--- src/sv/pvti_pkg.sv ---
`default_nettype none

package pvti_pkg;

    localparam int FRAC_BITS      = 20;
    localparam int RECIP_LAST_COL = 4;

    // shared divider geometry: unsigned magnitudes, 32 quotient bits a pass
    localparam int DIV_NUM_W = 53;
    localparam int DIV_DEN_W = 33;
    localparam int DIV_Q_W   = 32;

    localparam logic [0:0] OP_LOAD   = 1'b0;
    localparam logic [0:0] OP_LOOKUP = 1'b1;

    localparam logic [2:0] COL_PRESSURE = 3'd0;

    localparam logic [0:0] REG_INTERVAL_COUNT = 1'b0;

    localparam logic signed [31:0] SAT_MAX = 32'sh7FFF_FFFF;
    localparam logic signed [31:0] SAT_MIN = 32'sh8000_0000;

    typedef struct packed {
        logic                 start;
        logic [DIV_NUM_W-1:0] num;
        logic [DIV_DEN_W-1:0] den;
    } t_div_req;

    typedef struct packed {
        logic               done;
        logic               ovf;
        logic [DIV_Q_W-1:0] quo;
    } t_div_rsp;

    // apply sign to an unsigned quotient and clamp to signed 32 bits
    function automatic logic signed [31:0] f_sat(input logic neg,
                                                 input logic [DIV_Q_W-1:0] quo,
                                                 input logic ovf);
        logic signed [31:0] res;
        if (ovf || quo[DIV_Q_W-1]) begin
            res = neg ? SAT_MIN : SAT_MAX;
        end else if (neg) begin
            res = -$signed(quo);
        end else begin
            res = $signed(quo);
        end
        return res;
    endfunction

endpackage

`default_nettype wire

--- src/sv/pvti_div.sv ---
`default_nettype none

// Restoring divider, one quotient bit per cycle.
module pvti_div (
    input  wire                 i_clk,
    input  wire                 i_rst_n,
    input  pvti_pkg::t_div_req  i_req,
    output pvti_pkg::t_div_rsp  o_rsp
);

    localparam int NW = pvti_pkg::DIV_NUM_W;
    localparam int DW = pvti_pkg::DIV_DEN_W;
    localparam int QW = pvti_pkg::DIV_Q_W;
    localparam int CW = $clog2(QW + 1);

    logic          r_busy;
    logic          r_done;
    logic [CW-1:0] r_cnt;
    logic [DW-1:0] r_rem;
    logic [DW-1:0] r_den;
    logic [QW-1:0] r_lo;
    logic [QW-1:0] r_quo;
    logic          r_ovf;

    logic [DW:0]   w_rem2;
    logic [DW:0]   w_sub;
    logic          w_ge;

    assign w_rem2 = {r_rem, r_lo[QW-1]};
    assign w_ge   = w_rem2 >= {1'b0, r_den};
    assign w_sub  = w_rem2 - {1'b0, r_den};

    always_ff @(posedge i_clk) begin
        if (!i_rst_n) begin
            r_busy <= 1'b0;
            r_done <= 1'b0;
            r_cnt  <= '0;
        end else begin
            r_done <= r_busy && (r_cnt == CW'(1));
            if (i_req.start) begin
                r_busy <= 1'b1;
                r_cnt  <= CW'(QW);
                r_rem  <= DW'(i_req.num >> QW);
                r_lo   <= i_req.num[QW-1:0];
                r_den  <= i_req.den;
                r_ovf  <= (i_req.num >> QW) >= NW'(i_req.den);
            end else if (r_busy) begin
                r_cnt <= r_cnt - CW'(1);
                if (r_cnt == CW'(1)) begin
                    r_busy <= 1'b0;
                end
                r_rem <= w_ge ? w_sub[DW-1:0] : w_rem2[DW-1:0];
                r_lo  <= {r_lo[QW-2:0], 1'b0};
                r_quo <= {r_quo[QW-2:0], w_ge};
            end
        end
    end

    assign o_rsp.done = r_done;
    assign o_rsp.ovf  = r_ovf;
    assign o_rsp.quo  = r_quo;

    a_start_idle: assert property (@(posedge i_clk) disable iff (!i_rst_n)
        i_req.start |-> !r_busy)
        else $error("divider started while busy");
    a_done_after_busy: assert property (@(posedge i_clk) disable iff (!i_rst_n)
        r_done |-> $past(r_busy) && !r_busy)
        else $error("done without a finished pass");
    a_cnt_live: assert property (@(posedge i_clk) disable iff (!i_rst_n)
        r_busy |-> r_cnt != '0)
        else $error("busy with empty count");

endmodule

`default_nettype wire
--- config.mk ---
export PLATFORM = sky130hd
export DESIGN_NAME = pvti_div
export DESIGN_NICKNAME = d
export VERILOG_FILES = /design/src/sv/pvti_pkg.sv /design/src/sv/pvti_div.sv
export SDC_FILE = /design/constraint.sdc
export NUM_CORES = 1
export LEC_CHECK = 0
export BUFFER_PORTS_ARGS = -buffer_cell sky130_fd_sc_hd__buf_2
export CORE_MARGIN = 2
export CORE_UTILIZATION = 40
export DETAILED_ROUTE_END_ITERATION = 6
export PLACE_DENSITY = 0.66
export SLEW_MARGIN = 20
export SYNTH_ARGS = -nofsm -noshare
export SYNTH_HDL_FRONTEND = slang
export SYNTH_SLANG_ARGS = --single-unit
--- constraint.sdc ---
create_clock -name i_clk -period 3.7 [get_ports i_clk]
set_input_delay 0.555 -clock i_clk [delete_from_list [all_inputs] [get_ports i_clk]]
set_output_delay 0.555 -clock i_clk [all_outputs]
set_load 0.03 [all_outputs]
[After elaboration in Yosys (flattened, before gate mapping)]
Cells that the tools add are included.
Storage, ports and cells
  output and inout bits: 34
  register bits: 139
  input bits: 89
  logic and storage cells: 33
Operators by class
  equality and inequality tests: 1
  magnitude comparators: 2
  $add $sub $neg: 2
  bitwise logic cells: 2
  reduce and logical (&&, ||, !) cells: 6
  muxes and demuxes: 10
Operators by type and width (count)
  two-way mux 33 bit: 2
  two-way mux 32 bit: 2
  greater-or-equal comparator 34 x 33 -> 1 bit: 1
  greater-or-equal comparator 21 x 33 -> 1 bit: 1
  subtractor 33 bit: 1
  two-way mux 21 bit: 1
  two-way mux 6 bit: 2
  equality test 6 x 1 -> 1 bit, second input constant: 1
  subtractor 6 x 1 -> 6 bit, second input constant: 1
  AND reduction 2 bit: 2
  two-way mux 1 bit: 3
  AND reduction 3 bit: 1
  NOT 1 bit: 2
  nonzero test 2 bit: 1
  OR reduction 2 bit: 1
  logical AND 1 bit: 1

[Longest topological paths before layout]
Gate-level depths: netlist of run 1.
  depth after elaboration: 4
  mapped depth: 14

[Least setup slack after synthesis of run 1]
Ideal clock, no wire load.
  path type: register to register
  from: register r_lo[31]
  to: register r_rem[6], data pin
  stages on the path, launching flop included: 14
  path slack: 0.480 ns
  period minus slack after synthesis: 3.220 ns
  path buffers: 1
  required time: 3.440 ns
  data arrival time: 2.960 ns
  setup time: 0.260 ns
  path through: edfxtp_1 -> inv_1 -> ha_1 -> inv_1 -> fa_1 -> a21o_1 -> a221o_1 -> a2111oi_4 -> nor4_1 -> o21a_1 -> o21bai_4 -> buf_8 -> o21ai_2 -> mux2_2
Between the ends
  longest elaborated chain between the ends: 4
Ends and longest elaborated chain
  start: declaration: RTL line pvti_div.sv:21  | logic [QW-1:0] r_lo;
  start signal: assignment: RTL line pvti_div.sv:44  | r_lo <= i_req.num[QW-1:0];
  start signal: assignment: RTL line pvti_div.sv:53  | r_lo <= {r_lo[QW-2:0], 1'b0};
  subtractor 33 bit / greater-or-equal comparator 34 x 33 -> 1 bit (equally long branches): RTL line pvti_div.sv:31, pvti_div.sv:30
  two-way mux 33 bit *: RTL line pvti_div.sv:52  | r_rem <= w_ge ? w_sub[DW-1:0] : w_rem2[DW-1:0];
  two-way mux 33 bit *: RTL line pvti_div.sv:47  | end else if (r_busy) begin
  two-way mux 21 bit *: RTL line pvti_div.sv:40  | if (i_req.start) begin
  end signal: assignment: RTL line pvti_div.sv:43  | r_rem <= DW'(i_req.num >> QW);
  end signal: assignment: RTL line pvti_div.sv:52
  end: declaration: RTL line pvti_div.sv:19  | logic [DW-1:0] r_rem;
Every way passes the cells marked *; elsewhere a longest branch is shown, timed or not. The select of a mux whose other input is x is not followed.
A chain may end at the register's enable or synchronous reset.

[Worst setup path in the final report of run 1]
  from: register r_lo[31]
  to: register r_rem[12], data pin
Same word-level chain as after synthesis.

==> flow_summary.yaml, run 1 <==
clock_tree:
  clock-sinks: 139
  root_buffer: "clkbuf_16"
  htreeDepth: 4
  path_clk_slew_ns: 0.07
  clockBufferDepth: 2
  postCtsHoldBufs: 0
  numCtsBuffers: 17
  cts_tree: "yes"
  clk_latency_ns: 0.42
sta:
  finalHoldViolCount: 0
  clock-skew-final_ns: 0.0105
  slew-limit-headroom_pct: 35.4
  fin_crit_sh_pct: 95.5
  finalSetupViolations: 0
  final_max_slew_viol_count: 0
  fmax_mhz: 283
  whs_ns: 0.322
  tightestPinTransition_ns: 0.969
  fin_setup_tns_ns: 0
  min_period_ns: 3.53
global_route:
  grt_remaining_overflow: 0
  grt_max_degree: 80
  grt_antenna_before_repair: 1
  grt_use_met3_pct: 3.41
  met1_usage_pct: 22.3
  first_global_vias: 5525
  busiest_layer: "met2"
  grt_pass1_wl_um: 27400
  use_met2_pct: 28.1
  grt_usage_pct: 16.8
die:
  num_rows: 51
  die_w_um: 145
  dieArea_sq_mm: 0.0209
  coreArea_sq_mm: 0.0194
  die_height_um: 145
  start_util_pct: 40.7
  io_pins: 123
routing:
  avgRoutedWirePerCell_um: 15.9
  drtPass1Iterations: 5
  drt_iter0_markers: 311
  dr_total_vias: 5615
  drt_wl_total_um: 17400
  drtAntennaViolNets: 0
  via_per_inst: 5.12
  drc: 0
synthesis:
  avgSynthCellArea_sq_um: 11.4
  yosys.area.top_type_share_pct: 49.8
  yosysWarnings: 0
  ys_seq_area_share_pct: 51.8
  post-synth-top-area-cell: "edfxtp_1"
  synth_nets: 839
  postSynthCellCount: 693
  ys_ff_latch: 139
  synthTopCellsByCount: "edfxtp_1, inv_1, nand2_1"
  yosysUniqueCellTypes: 58
  synth_edf_count: 131
  ys.flop_type: "edfxtp_1"
  synthArstFlopShare_pct: 0
  synth_area_leaders: "edfxtp_1, ha_1, mux2_2, a21oi_1, inv_1"
  synth_area_sq_mm: 0.00790
  yosysMostFrequentCell: "edfxtp_1"
place:
  gp_congestion: 0.877
  io_buffers: 122
  place_hpwl_um: 12500
final_layout:
  antenna_cells: 0
  final_nets: 965
  seqCellArea_sq_mm: 0.00409
  drive_gt1_share_pct: 28.2
  area_delta_synth_final_pct: 19.6
  fillers: 1794
  multi_input_area_sq_mm: 0.00340
power_and_ir_drop:
  peakVddDrop_uv: 297
  power_uw: 4810
  total_leakage_power_uw: 0.00399
  p_per_area_mw_per_mm2: 509
worst_setup_path:
  cp.required_ns: 3.83
  rrSetupSlack_ns: 0.17
  cp_max_fo: 19
  crit_type: "flip-flop to flip-flop"
  endpoint_kind: "flip-flop"
  reg2reg_to: "r_rem[12]$_DFFE_PP_"
  slowest_delay_ns: 0.46
  path_cells: "inv_1, ha_1, inv_1, fa_1, a21o_1, a221o_2, a2111oi_4, nor4_1, o21a_1, o21bai_4, buf_12, buf_12, nor2_1, a211oi_2, a21oi_2"
  start_kind: "flip-flop"
  r2r-start: "r_lo[31]$_DFFE_PP_"
  r2r_cells: 15
  cp_top_family: "compound AO/OA/AOI/OAI gates"
  cp_num_buf_inv: 4
  arrival_ns: 3.66
  critPathSlowestCell: "a221o_2"
outcome:
  outcome: "completed"
worst_hold_path:
  holdPathEnd: "r_den[9]$_DFFE_PP_"
  hp-start: "i_req[9]"
  hold-path-cell-count: 1
  worstHoldPathType: "primary input to flip-flop"
job:
  cap_viol_max_count: 0
[cells by family after synthesis]
| logic type | after synthesis | share of synthesized area, % |
|---|---|---|
| mux | 40 | 5.70 |
| fa+ha+maj | 57 | 9.12 |
| compound gates | 170 | 14.9 |
| flops | 139 | 51.8 |
| xor+xnor | 33 | 3.66 |
| buf+inv | 96 | 5.26 |
| simple gates | 158 | 9.59 |
[registers in the layout (all words and copies together), names as in the netlist]
signal  flops
r_quo      32
r_busy      1
r_done      1
r_ovf       1
r_den      33
r_rem      33
r_cnt       6
r_lo       32
[worst max-delay path by stage]
stage	from	to	slack (ns)	cells after the start
CTS	r_lo[31]$_DFFE_PP_	r_rem[9]$_DFFE_PP_	0.11	14
detailed placement	r_lo[31]$_DFFE_PP_	r_rem[9]$_DFFE_PP_	0.12	14
finish	r_lo[31]$_DFFE_PP_	r_rem[12]$_DFFE_PP_	0.17	15
global placement	r_lo[31]$_DFFE_PP_	r_rem[10]$_DFFE_PP_	0.21	14
floorplan	r_lo[31]$_DFFE_PP_	r_rem[6]$_DFFE_PP_	0.48	13
global route	r_lo[31]$_DFFE_PP_	r_rem[14]$_DFFE_PP_	-0.02	15
[cell usage in the layout (no fill, tap or decap), types with 8 or more instances in the layout]
cell,Yosys,final
o21a_1,10,9
a21o_1,27,27
nor2_1,29,28
nand2_1,61,61
inv_1,68,68
a21oi_1,56,56
ha_1,56,56
nand4_1,9,9
dfxtp_1,8,8
a31oi_1,8,8
nand3_1,11,11
mux2_2,40,40
o21ai_2,9,9
buf_2,2,121
xnor2_1,16,16
xor2_1,17,17
o21ai_0,13,13
clkbuf_16,0,19
edfxtp_1,131,131
[area by class of cell]
type                    count  area share (%)
clock buffers              17            4.50
clock inverters            15            1.65
inverters                  69            2.74
multi-input cells         458            36.0
flip-flops and latches    139            43.3
well taps                 265            3.51
repair buffers            134            8.34
[through the flow]
| step | utilization [%] | setup slack (ns) | area, sq um | std cells |
|---|---|---|---|---|
| CTS | 48.3 | 0.109 | 9370 | 1092 |
| global placement | 45.3 | 0.209 | 8790 | 1060 |
| finish | 48.7 | 0.168 | 9450 | 1097 |
| floorplan | - | 0.480 | 7900 | 693 |
| global route | 48.7 | -0.0180 | 9450 | 1097 |
| detailed placement | 45.3 | 0.121 | 8790 | 1060 |
[layer usage]
layer / up-vias / share of wire [%] / wire [um]
li1: 2796 / - / -
met1: 2682 / 46 / 8020
met2: 118 / 49 / 8580
met3: 19 / 3.4 / 587
met4: 0 / 1.2 / 209
met5: - / 0 / 0
[power breakdown]
group          internal (uW)  switching (uW)
Sequential              1870            51.1
Clock                    952             727
Combinational            528             687
Total                   3350            1460
[repair_timing]
action / in CTS / in global routing
setup endpoints to repair: 0 / 15
gates resized for setup: 0 / 1
buffers inserted: 0 / 3
Power figures use the tool's default switching activity.
==> inputs of run 2 (changes only) <==
- ABC_AREA: unset -> 1
- CORE_ASPECT_RATIO: unset -> 2
- PLACE_DENSITY: 0.66 -> 0.65
==> flow_summary.yaml, run 2 <==
outcome:
  outcome: "completed"
final_layout:
  final_nets: 1392
  area_delta_synth_final_pct: 16.2
  drive_gt1_share_pct: 16.3
  most-common-layout-cells: "nand2_1, inv_1, edfxtp_1"
  seqCellArea_sq_mm: 0.00409
  antenna_cells: 0
  fin_area_sq_mm: 0.0104
  fillers: 2276
  reg_top3: "r_den: 33 flops, r_rem: 33 flops"
  multi_input_area_sq_mm: 0.00390
  layout_commonest_cell: "nand2_1"
power_and_ir_drop:
  switching_share_pct: 33.5
  seqPwrFrac_pct: 39.4
  peakVddDrop_uv: 406
  combPwrFrac_pct: 27.8
  p_per_area_mw_per_mm2: 476
  total_leakage_power_uw: 0.00525
  p_clk_share_pct: 32.8
  intPower_uw: 3280
  p_switching_uw: 1650
  power_uw: 4930
clock_tree:
  clockBufferDepth: 2
  numCtsBuffers: 17
  htreeDepth: 4
  cts_tree: "yes"
  postCtsSetupBuffers: 0
  path_clk_slew_ns: 0.06
  postCtsHoldBufs: 0
  root_buffer: "clkbuf_16"
  post_cts_resized: 0
  clock-sinks: 139
  clk_latency_ns: 0.45
global_route:
  grt_pass1_wl_um: 37800
  grt_max_degree: 61
  grt_remaining_overflow: 0
  grt_antenna_before_repair: 0
  first_global_vias: 7664
  grt_usage_pct: 21.7
worst_setup_path:
  endpoint_kind: "flip-flop"
  critPathSlowestCell: "edfxtp_1"
  crit_type: "flip-flop to flip-flop"
  arrival_ns: 2.99
  cp.required_ns: 3.90
  slowest_delay_ns: 0.42
  cp_max_fo: 35
  start_kind: "flip-flop"
  critPathMostFrequentCell: "a21oi_1"
  path_cells: "ha_1, a21oi_1, o21ai_0, a21oi_1, nand2_2, nor2_4, nand2_4, o21bai_1, nor2_1"
place:
  io_buffers: 122
  placed_cell_area_sq_mm: 0.00981
  gp_congestion: 0.978
  place_ws_ns: 0.953
  place_hpwl_um: 19400
synthesis:
  yosysUniqueCellTypes: 41
  ys.flop_type: "edfxtp_1"
  avgSynthCellArea_sq_um: 7.97
  synthTopCellsByCount: "nand2_1, inv_1, edfxtp_1"
  synthArstFlopShare_pct: 0
  postSynthCellCount: 1119
  ys_ff_latch: 139
  synth_area_sq_mm: 0.00891
  yosysMostFrequentCell: "nand2_1"
  post-synth-top-area-cell: "edfxtp_1"
  synth_edf_count: 131
  synth_nets: 1265
  synth_area_leaders: "edfxtp_1, nand2_1, inv_1, ha_1, nand3_1"
  ys_seq_area_share_pct: 45.9
  yosys.area.top_type_share_pct: 44.1
  yosysWarnings: 0
die:
  io_pins: 123
  dieArea_sq_mm: 0.0236
  coreArea_sq_mm: 0.0220
  die_height_um: 215
  num_rows: 77
  die_w_um: 110
  start_util_pct: 40.6
worst_hold_path:
  worstHoldPathType: "primary input to flip-flop"
sta:
  whs_ns: 0.298
  final_max_slew_viol_count: 0
  rsz0062_at_grt: "no"
  slew-limit-headroom_pct: 43.2
  tightestPinTransition_ns: 0.851
  finalHoldViolCount: 0
  fin_setup_tns_ns: 0
  clock-skew-final_ns: 0.0158
  fmax_mhz: 358
  finalSetupViolations: 0
  finalWorstSetupSlack_ns: 0.909
  min_period_ns: 2.79
  fin_crit_sh_pct: 75.4
routing:
  drt_wl_total_um: 24500
  drc: 0
  drtPass1Iterations: 6
  drtAntennaViolNets: 0
  drt_iter0_markers: 259
  via_per_inst: 4.88
  dr_total_vias: 7493
  avgRoutedWirePerCell_um: 16.0
job:
  cap_viol_max_count: 0
==> run 2: changes by cell type in the layout (fill, tap and decap cells not counted), sizes merged, moves of 8 or more <==
cell    before  now
nand2       61  414
mux2        40    0
xor2        17    1
a21oi       60   38
inv         77  206
nand3b       2   10
a31oi        8    0
nor2        30   75
a211oi      11    2
o21ai       25    8
a21o        27    3
nand3       11   84
o21a        10    2
==> run 2: cell families (layout without fill, tap and decap cells) <==
family | after synthesis | after routing | synth area share (%)
AOI/OAI and AO/OA | 61 | 61 | 4.10
adders and majority gates | 57 | 57 | 8.08
buffers and inverters | 229 | 369 | 10.3
DFF | 139 | 139 | 45.9
xor gates and xnor gates | 16 | 16 | 1.57
and+or+nand+nor | 617 | 617 | 30.0
==> run 2: cell type report <==
class / instances / share of cell area, %
Tap cell: 276 / 3.33
Clock buffer: 19 / 4.18
Sequential cell: 139 / 39.5
Multi-Input combinational cell: 751 / 37.7
Timing Repair Buffer: 132 / 6.74
Inverter: 205 / 7.43
Clock inverter: 13 / 1.15
==> run 2: path summary, 6_finish.rpt <==
| check | slack, ns | start | to | cells past startpoint |
|---|---|---|---|---|
| setup / recovery | 0.91 | r_rem[30]$_SDFFCE_PP0P_ | r_rem[24]$_SDFFCE_PP0P_ | 9 |
| hold / removal | 0.30 | i_req[24] | r_den[24]$_DFFE_PP_ | 1 |
| setup reg to reg | 0.91 | r_rem[30]$_SDFFCE_PP0P_ | r_rem[24]$_SDFFCE_PP0P_ | 9 |
| hold reg to reg | 0.44 | r_quo[7]$_DFFE_PP_ | r_quo[8]$_DFFE_PP_ | 0 |
==> run 2: power groups by stage <==
stage	Sequential (uW)	Combinational (uW)	Clock [uW]
after floorplan	1980	978	0
after global placement	1970	1360	0
after detailed placement	1970	1370	0
after CTS	1940	1380	1660
after global routing	1950	1540	1710
final	1940	1370	1620
==> run 2: layer usage <==
metal,vias up,wire length [um],global-route usage [%]
met5,-,0,0
met2,180,13800,41.3
met3,67,859,4.09
met1,3445,8240,19.9
li1,3801,-,-
met4,0,1570,14.1
==> run 2: worst max-delay path, delay by kind of cell (launching register included) <==
kind | cells | cell delay, ns
DFF | 1 | 0.42
adders and majority gates | 1 | 0.36
AOI/OAI and AO/OA | 4 | 0.93
and+or+nand+nor | 4 | 0.80
==> run 2: stage by stage <==
step                utilization, %  std cells
finish                        47.2       1535
global route                  47.2       1535
CTS                           47.2       1535
detailed placement            44.7       1503
global placement              44.7       1503
floorplan                        -       1119
==> inputs of run 3 (changes only) <==
- clock period: 3.7 -> 2.8 ns (I/O delays scaled with it)
==> flow_summary.yaml, run 3 (same netlist as run 2, synthesis figures left out) <==
clock_tree:
  clockBufferDepth: 2
  htreeDepth: 4
  clock-sinks: 139
  root_buffer: "clkbuf_16"
  clk_latency_ns: 0.45
  numCtsBuffers: 17
  postCtsSetupBuffers: 0
  cts_tree: "yes"
  post_cts_resized: 0
  path_clk_slew_ns: 0.07
  postCtsHoldBufs: 0
place:
  place_hpwl_um: 19500
  gp_congestion: 0.986
  placed_cell_area_sq_mm: 0.00989
  io_buffers: 122
worst_setup_path:
  arrival_ns: 2.84
  cp_top_family: "simple AND/OR/NAND/NOR gates"
  cp_max_fo: 4
  path_cells: "ha_1, nand2_1, nor2_1, nand3_1, nand2_1, nand2_1, nand2_1, nand2_1, nand3_1, nand3_1, inv_1, nor2_1"
  cp_num_buf_inv: 1
  critPathSlowestCell: "edfxtp_1"
  cp.required_ns: 2.99
  critPathMostFrequentCell: "nand2_1"
  endpoint_kind: "flip-flop"
  slowest_delay_ns: 0.41
  start_kind: "flip-flop"
  crit_type: "flip-flop to flip-flop"
routing:
  drt_iter0_markers: 320
  drtAntennaViolNets: 0
  via_per_inst: 4.84
  dr_total_vias: 7475
  avgRoutedWirePerCell_um: 15.9
  drc: 0
  drt_wl_total_um: 24500
  drtPass1Iterations: 5
final_layout:
  reg_top3: "r_den: 33 flops, r_rem: 33 flops"
  fin_area_sq_mm: 0.0105
  antenna_cells: 0
  layout_commonest_cell: "nand2_1"
  drive_gt1_share_pct: 16.9
  most-common-layout-cells: "nand2_1, inv_1, edfxtp_1"
  final_nets: 1401
  area_delta_synth_final_pct: 18.0
sta:
  slew-limit-headroom_pct: 56.7
  fin_setup_tns_ns: 0
  finalSetupViolations: 0
  fmax_mhz: 378
  min_period_ns: 2.65
  clock-skew-final_ns: 0.0195
  final_max_slew_viol_count: 0
  rsz0062_at_grt: "no"
  finalHoldViolCount: 0
  fin_crit_sh_pct: 94.5
  tightestPinTransition_ns: 0.649
power_and_ir_drop:
  peakVddDrop_uv: 924
  p_switching_uw: 2230
  intPower_uw: 4650
  seqPwrFrac_pct: 37.4
  p_per_area_mw_per_mm2: 654
  switching_share_pct: 32.4
  total_leakage_power_uw: 0.00536
  p_clk_share_pct: 35.6
  combPwrFrac_pct: 27.0
die:
  start_util_pct: 40.6
  die_w_um: 110
  die_height_um: 215
  io_pins: 123
  coreArea_sq_mm: 0.0220
  num_rows: 77
  dieArea_sq_mm: 0.0236
global_route:
  grt_usage_pct: 22.1
  grt_antenna_before_repair: 0
  grt_remaining_overflow: 0
  grt_pass1_wl_um: 38800
  grt_max_degree: 46
  first_global_vias: 7793
worst_hold_path:
  worstHoldPathType: "primary input to flip-flop"
outcome:
  outcome: "completed"
job:
  cap_viol_max_count: 0
[run 3: cell types whose count changed in the layout (fill, tap and decap cells not counted), moves of 2 or more]
cell        change
inv_6           +3
buf_4           +8
clkinv_1        +2
bufinv_16       +3
clkbuf_1        -2
clkinvlp_4      -7
[run 3: final timing paths]
| path | startpoint | endpoint | slack, ns | depth (start not counted) |
|---|---|---|---|---|
| worst max-delay path | r_rem[5]$_DFFE_PP_ | r_rem[31]$_SDFFCE_PP0P_ | 0.15 | 12 |
| worst min-delay path | i_req[18] | r_den[18]$_DFFE_PP_ | 0.16 | 1 |
| worst max register to register | r_rem[5]$_DFFE_PP_ | r_rem[31]$_SDFFCE_PP0P_ | 0.15 | 12 |
| worst min register to register | r_quo[15]$_DFFE_PP_ | r_quo[16]$_DFFE_PP_ | 0.44 | 0 |
[run 3: worst reg2reg max path, stage by stage (launching register included)]
cell and delay [ns]:
edfxtp_1 0.41, ha_1 0.37, nand2_1 0.12, nor2_1 0.31, nand3_1 0.19, nand2_1 0.22
nand2_1 0.09, nand2_1 0.20, nand2_1 0.18, nand3_1 0.12, nand3_1 0.09, inv_1 0.06
nor2_1 0.03
[run 3: per-stage QoR]
step | std cells | util (%) | total power [uW] | hold slack, ns | setup WS, ns
2_1_floorplan | 1119 | - | 3900 | 0.476 | 0.222
3_3_place_gp | 1512 | 45.0 | 4450 | 0.424 | 0.258
3_5_place_dp | 1512 | 45.0 | 4470 | 0.427 | 0.251
4_1_cts | 1544 | 47.9 | 6940 | 0.133 | 0.224
5_1_grt | 1544 | 47.9 | 7270 | 0.144 | 0.0568
6_report | 1544 | 47.9 | 6880 | 0.158 | 0.153
[run 3: power by group through the flow]
stage / combinational [uW] / sequential (uW) / clock, uW
2_1_floorplan: 1290 / 2610 / 0
4_1_cts: 1870 / 2570 / 2500
6_report: 1860 / 2570 / 2450
5_1_grt: 2100 / 2590 / 2580
3_5_place_dp: 1860 / 2610 / 0
3_3_place_gp: 1840 / 2610 / 0
[run 3: layout make-up]
cell class	count	area [sq um]
well taps	276	345
fillers	2213	11400
clock inverters	15	205
flip-flops and latches	139	4090
multi-input cells	751	3900
inverters	205	769
clock buffers	17	425
repair buffers	141	778
[run 3: routing by layer]
layer / vias up / GRT usage, % / part of all wire (%)
met5: - / 0 / 0
met4: 0 / 15.6 / 7.3
met3: 76 / 3.94 / 3.0
met2: 172 / 42.3 / 56
met1: 3402 / 19.7 / 33
li1: 3825 / - / -
